### config.mk
export PLATFORM = sky130hd
export DESIGN_NAME = rgv_ctrl
export DESIGN_NICKNAME = d
export VERILOG_FILES = /design/src/hdl/rgv_pkg.sv /design/src/hdl/rgv_ctrl.sv
export SDC_FILE = /design/constraint.sdc
export NUM_CORES = 1
export LEC_CHECK = 0
export ABC_CLOCK_PERIOD_IN_PS = 1800
export BUFFER_PORTS_ARGS = -buffer_cell sky130_fd_sc_hd__clkbuf_2
export CORE_MARGIN = 2
export CORE_UTILIZATION = 54
export CTS_CLUSTER_DIAMETER = 150
export CTS_CLUSTER_SIZE = 12
export DETAILED_ROUTE_END_ITERATION = 16
export PLACE_DENSITY = 0.87
export SLEW_MARGIN = 20
export SYNTH_ARGS = -nofsm -noshare
export SYNTH_HDL_FRONTEND = slang
export SYNTH_SLANG_ARGS = --single-unit
export TNS_END_PERCENT = 1
### constraint.sdc
create_clock -name aclk -period 1.8 [get_ports aclk]
set_input_delay 0.36 -clock aclk [delete_from_list [all_inputs] [get_ports aclk]]
set_output_delay 0.36 -clock aclk [all_outputs]
set_load 0.05 [all_outputs]
### src/hdl/rgv_pkg.sv
// shared types and constants for the voxel traversal block
`default_nettype none

package rgv_pkg;

    localparam int MAX_CELLS  = 16;
    localparam int COORD_FRAC = 16;
    localparam int T_W        = 48;
    localparam int T_FRAC     = 24;
    localparam int TS_W       = T_W + 1;

    localparam logic signed [T_W-1:0] T_MAXV = {1'b0, {(T_W-1){1'b1}}};
    localparam logic signed [T_W-1:0] T_MINV = {1'b1, {(T_W-1){1'b0}}};

    // widths of the datapath values
    localparam int NUM_W  = 40;
    localparam int DVD_W  = NUM_W + T_FRAC;
    localparam int DVS_W  = 32;
    localparam int MX_W   = 38;
    localparam int PROD_W = 56;
    localparam int SM_W   = 42;
    localparam int DF_W   = 44;
    localparam int LIM_W  = 41;

    localparam logic [LIM_W-1:0] PROD_LIMIT = {1'b1, {(LIM_W-1){1'b0}}};

    localparam logic [1:0] AXIS_LAST = 2'd2;

    typedef struct packed {
        logic [2:0][31:0] gmin;
        logic [30:0]      size;
        logic [2:0][4:0]  cells;
    } cfg_t;

    typedef enum logic [3:0] {
        ST_IDLE, ST_SLAB, ST_T1W, ST_T2W, ST_HITCHK, ST_MISS, ST_MHI, ST_MLO,
        ST_MSUM, ST_DIFF, ST_CDIV, ST_CELLW, ST_AXIS, ST_INCW, ST_NEXTW, ST_EMIT
    } state_t;

    typedef enum logic [3:0] {
        OP_NONE, OP_LOAD, OP_SLAB_ZERO, OP_T1_SAVE, OP_SLAB_UPD, OP_MUL_HI,
        OP_MUL_LO, OP_MSUM, OP_DIFF, OP_CELL_SET, OP_AXIS_ZERO, OP_INC_SET,
        OP_NEXT_SET, OP_EMIT_MISS, OP_EMIT_STEP
    } op_t;

    typedef enum logic [2:0] {
        DIV_T1, DIV_T2, DIV_CELL, DIV_INC, DIV_NEXT
    } div_sel_t;

    typedef struct packed {
        op_t      op;
        logic     div_start;
        div_sel_t div_sel;
        logic [1:0] axis;
    } cmd_t;

    typedef struct packed {
        logic       in_box;
        logic [2:0] d_zero;
        logic       miss;
        logic       out_free;
        logic       last_now;
        logic       div_done;
    } status_t;

endpackage

`default_nettype wire

### src/hdl/rgv_ctrl.sv
// traversal sequencer
`default_nettype none

module rgv_ctrl (
    input  logic             aclk,
    input  logic             aresetn,
    input  logic             s_valid,
    output logic             s_ready,
    input  rgv_pkg::status_t st,
    output rgv_pkg::cmd_t    cmd
);
    import rgv_pkg::*;

    state_t     state_reg, state_next;
    logic [1:0] axis_reg, axis_next;
    logic       last_axis;
    state_t     axis_start;

    assign last_axis  = (axis_reg == AXIS_LAST);
    assign axis_start = st.in_box ? ST_DIFF : ST_MHI;

    always_ff @(posedge aclk) begin
        if (!aresetn) begin
            state_reg <= ST_IDLE;
            axis_reg  <= 2'd0;
        end else begin
            state_reg <= state_next;
            axis_reg  <= axis_next;
        end
    end

    always_comb begin
        state_next    = state_reg;
        axis_next     = axis_reg;
        cmd.op        = OP_NONE;
        cmd.div_start = 1'b0;
        cmd.div_sel   = DIV_T1;
        cmd.axis      = axis_reg;
        s_ready       = 1'b0;
        unique case (state_reg)
            ST_IDLE: begin
                s_ready = 1'b1;
                if (s_valid) begin
                    cmd.op     = OP_LOAD;
                    axis_next  = 2'd0;
                    state_next = ST_SLAB;
                end
            end
            ST_SLAB: begin
                priority if (st.in_box) begin
                    axis_next  = 2'd0;
                    state_next = ST_DIFF;
                end else if (st.d_zero[axis_reg]) begin
                    cmd.op = OP_SLAB_ZERO;
                    if (last_axis) state_next = ST_HITCHK;
                    else axis_next = axis_reg + 2'd1;
                end else begin
                    cmd.div_start = 1'b1;
                    cmd.div_sel   = DIV_T1;
                    state_next    = ST_T1W;
                end
            end
            ST_T1W: begin
                cmd.div_sel = DIV_T2;
                if (st.div_done) begin
                    cmd.op        = OP_T1_SAVE;
                    cmd.div_start = 1'b1;
                    state_next    = ST_T2W;
                end
            end
            ST_T2W: begin
                if (st.div_done) begin
                    cmd.op = OP_SLAB_UPD;
                    if (last_axis) begin
                        state_next = ST_HITCHK;
                    end else begin
                        axis_next  = axis_reg + 2'd1;
                        state_next = ST_SLAB;
                    end
                end
            end
            ST_HITCHK: begin
                axis_next  = 2'd0;
                state_next = st.miss ? ST_MISS : ST_MHI;
            end
            ST_MISS: begin
                if (st.out_free) begin
                    cmd.op     = OP_EMIT_MISS;
                    state_next = ST_IDLE;
                end
            end
            ST_MHI: begin
                cmd.op     = OP_MUL_HI;
                state_next = ST_MLO;
            end
            ST_MLO: begin
                cmd.op     = OP_MUL_LO;
                state_next = ST_MSUM;
            end
            ST_MSUM: begin
                cmd.op     = OP_MSUM;
                state_next = ST_DIFF;
            end
            ST_DIFF: begin
                cmd.op     = OP_DIFF;
                state_next = ST_CDIV;
            end
            ST_CDIV: begin
                cmd.div_start = 1'b1;
                cmd.div_sel   = DIV_CELL;
                state_next    = ST_CELLW;
            end
            ST_CELLW: begin
                cmd.div_sel = DIV_CELL;
                if (st.div_done) begin
                    cmd.op     = OP_CELL_SET;
                    state_next = ST_AXIS;
                end
            end
            ST_AXIS: begin
                if (st.d_zero[axis_reg]) begin
                    cmd.op = OP_AXIS_ZERO;
                    if (last_axis) begin
                        state_next = ST_EMIT;
                    end else begin
                        axis_next  = axis_reg + 2'd1;
                        state_next = axis_start;
                    end
                end else begin
                    cmd.div_start = 1'b1;
                    cmd.div_sel   = DIV_INC;
                    state_next    = ST_INCW;
                end
            end
            ST_INCW: begin
                cmd.div_sel = DIV_NEXT;
                if (st.div_done) begin
                    cmd.op        = OP_INC_SET;
                    cmd.div_start = 1'b1;
                    state_next    = ST_NEXTW;
                end
            end
            ST_NEXTW: begin
                if (st.div_done) begin
                    cmd.op = OP_NEXT_SET;
                    if (last_axis) begin
                        state_next = ST_EMIT;
                    end else begin
                        axis_next  = axis_reg + 2'd1;
                        state_next = axis_start;
                    end
                end
            end
            ST_EMIT: begin
                if (st.out_free) begin
                    cmd.op = OP_EMIT_STEP;
                    if (st.last_now) state_next = ST_IDLE;
                end
            end
            default: state_next = ST_IDLE;
        endcase
    end

endmodule

`default_nettype wire

==> reports/results.ini <==
[critical_path]
cp_data_arrival_time_ns=1.68
cp_max_fo=18
critical_path_class=register to output port
rrSetupSlack_ns=-0.08
critPathCaptureType=output port
cp_cell_sequence=buf_6, nand3b_1, o31a_1, buf_6, o31ai_4, buf_12
timing.rr.end=state_reg[2]
worstPathRequired_ns=1.44
r2r_cells=7
cpPeakStageDelay_ns=0.35
cp_common_cell=buf_6
start_kind=register
cp_slowest_cell=dfxtp_2
r2r-start=state_reg[0]

[power]
leakagePower_nw=0.6620
power_mw=2.078
peakVddDrop_mv=1.121
p_per_area_nw_per_um2=1291

[hold_path]
min_to=state_reg[1]
min-delay-path-class=input port to register
holdPathStages=3
worstHoldStart=aresetn

[yosys]
synth_mux_area_share_pct=8.173
synth_edf_count=0
yosysWarnings=0
syn-cell-area_um2=1041
syn_nets=161
ys_types=48
synth_top_family_by_area=compound AO/OA/AOI/OAI gates
synthArstFlopShare_pct=0
netlist_instances=148
synth_flop_cell=dfxtp_1
yosysTopAreaCell=dfxtp_1
yosys.area.top_type_share_pct=11.54
synth_xor_area_share_pct=0
ys_seq_area_share_pct=11.54
synth_compound_area_share_pct=40.02
synth-simple-area-share_pct=27.40
synthAdderAreaFrac_pct=2.404
ys_seq_elements=6
avgSynthCellArea_um2=7.034
synth.area.top_cells=dfxtp_1 (12%), mux2i_1 (6.7%), o21ai_0 (6.3%), nor2_1 (6.1%), nand2_1 (5.4%)

[cts]
hold_buffers=0
htreeDepth=1
clockBufferDepth=2
clock_sinks=6
clk_latency_ns=0.25
clk_pin_slew_worst_paths_ns=0.04
cts_tree=yes
clock_tree.root_cell=clkbuf_4
cts_made_buffers=3

[grt]
grt_pass1_vias=1325
grt_overflow=0
grt_max_degree=26
track_usage_pct=38.05
grt_pass1_wl_mm=5.975
antenna_found_initial=0

[timing]
finalSetupTns_ns=-1.330
fin_crit_ns=2.038
min_period_over_period_pct=113.2
relSlewSlack_pct=67.38
max_freq_ghz=0.4908
slew_violations=0
finalHoldViolCount=0
setup_slack_ns=-0.2377
rsz0062_at_grt=true
skew_ns=0.001117
max_slew.worst_pin.slew_ns=0.4872
setup_violations=10

[floorplan]
core_um2=1764
dieArea_um2=2295
die_height_um=47.91
initial_core_util_pct=59.01
row_count=15
io_pins=22
die_w_um=47.91

[drt]
firstDrtPassIters=7
num_vias=1582
ant_nets=0
drc=0
wl_mm=4.858
drt_first_iter_violations=159
vias_per_cell=7.191
wl_per_cell_um=22.08

[placement]
place.gp.congestion=0.9322
io_buffers=21
dp_hpwl_mm=2.693
dpl.cell_count=212

[job]
drv_cap=0

[finish]
finalNonFillerCells=220
post-route-util_pct=91.21
drive_gt1_share_pct=47.69
diodes=0
area_growth_pct=54.57
nets=210
largest_reg_flops=4

[outcome]
status=finished with violations
violations=setup timing

-- cell type report --
cell class                      instances  area [um^2]
Multi-Input combinational cell        122        913.4
Clock buffer                            3        22.52
Sequential cell                         6        135.1
Tap cell                               25        31.28
Timing Repair Buffer                   56        476.7
Inverter                                8        30.03
Fill cell                              83        155.1
-- stage by stage --
| step | hold slack, ns | instance area [um^2] | setup slack (ns) |
|---|---|---|---|
| 2_1_floorplan | 0.6243 | 1119 | -0.2607 |
| 3_3_place_gp | 0.6187 | 1383 | -0.1415 |
| 3_5_place_dp | 0.6544 | 1383 | -0.1583 |
| 4_1_cts | 0.4359 | 1506 | -0.1837 |
| 5_1_grt | 0.4776 | 1609 | -0.4319 |
| 6_report | 0.4787 | 1609 | -0.2377 |
-- worst max-delay path: cells and delay by family (launching register included) --
kind            cells  cell delay (ns)
simple gates        1             0.13
compound gates      2             0.43
flops               1             0.35
buf+inv             3             0.51
-- cell usage after synthesis (2+ instances only) --
cell type	number
nand2_1	15
mux2i_1	7
a211o_1	2
a21oi_1	10
o21ai_0	13
nor3_1	3
buf_2	6
nor4_1	3
nor2b_1	3
nor2_1	17
nand3b_1	3
dfxtp_1	6
inv_2	2
o31ai_1	4
ha_1	2
o211ai_1	5
nand2b_1	4
inv_1	6
o2bb2ai_1	2
a31oi_1	2
buf_1	2
a21o_1	2
nand4_1	2
a22oi_1	2
buf_6	2
-- repair_timing --
action                                  CTS  global route
pin swaps                                 2             8
resized for setup                        27            22
endpoints found under the setup margin    9            13
buffers inserted                          0             5
-- report_power, final --
part           internal (mW)  switching, mW  leakage, nW
clock                 0.0756         0.0514       0.0138
combinational          0.699           1.01        0.596
sequential             0.175         0.0653       0.0524
-- layout by cell type, fill, tap and decap left out, types with 3 or more instances in the layout --
master and n:
a21oi_2 3, dfxtp_4 3, a21oi_1 8, nor2_1 12, buf_4 30, clkbuf_2 12, o21ai_0 11, nor3_1 3
nand3b_1 3, buf_6 5, buf_8 4, inv_1 6, mux2i_1 6, nor2_2 4, dfxtp_2 3, nand2_1 15
o211ai_1 5, clkbuf_4 4, o31ai_1 3
-- layer usage --
layer	wire length [um]	GRT usage [%]
met3	495	11.32
met4	430	17.30
met5	0	0
met1	1702	40.53
met2	2230	68.27
-- how the worst max path moves through the flow --
stage,startpoint,endpoint,cells past startpoint
4_1_cts,state_reg[0],cmd[7],6
5_1_grt,state_reg[1],cmd[7],6
6_report,state_reg[2],cmd[7],6
3_5_place_dp,st[0],cmd[9],7
3_3_place_gp,st[0],cmd[9],7
2_1_floorplan,state_reg[1],cmd[6],4
-- logic make-up (layout without fill, tap and decap cells) --
family / Yosys count / in the layout
DFF: 6 / 6
adders and majority gates: 2 / 2
muxes: 8 / 8
buffers and inverters: 20 / 67
and+or+nand+nor: 57 / 57
AOI/OAI and AO/OA: 55 / 55
(Power assumes the default switching activity.)
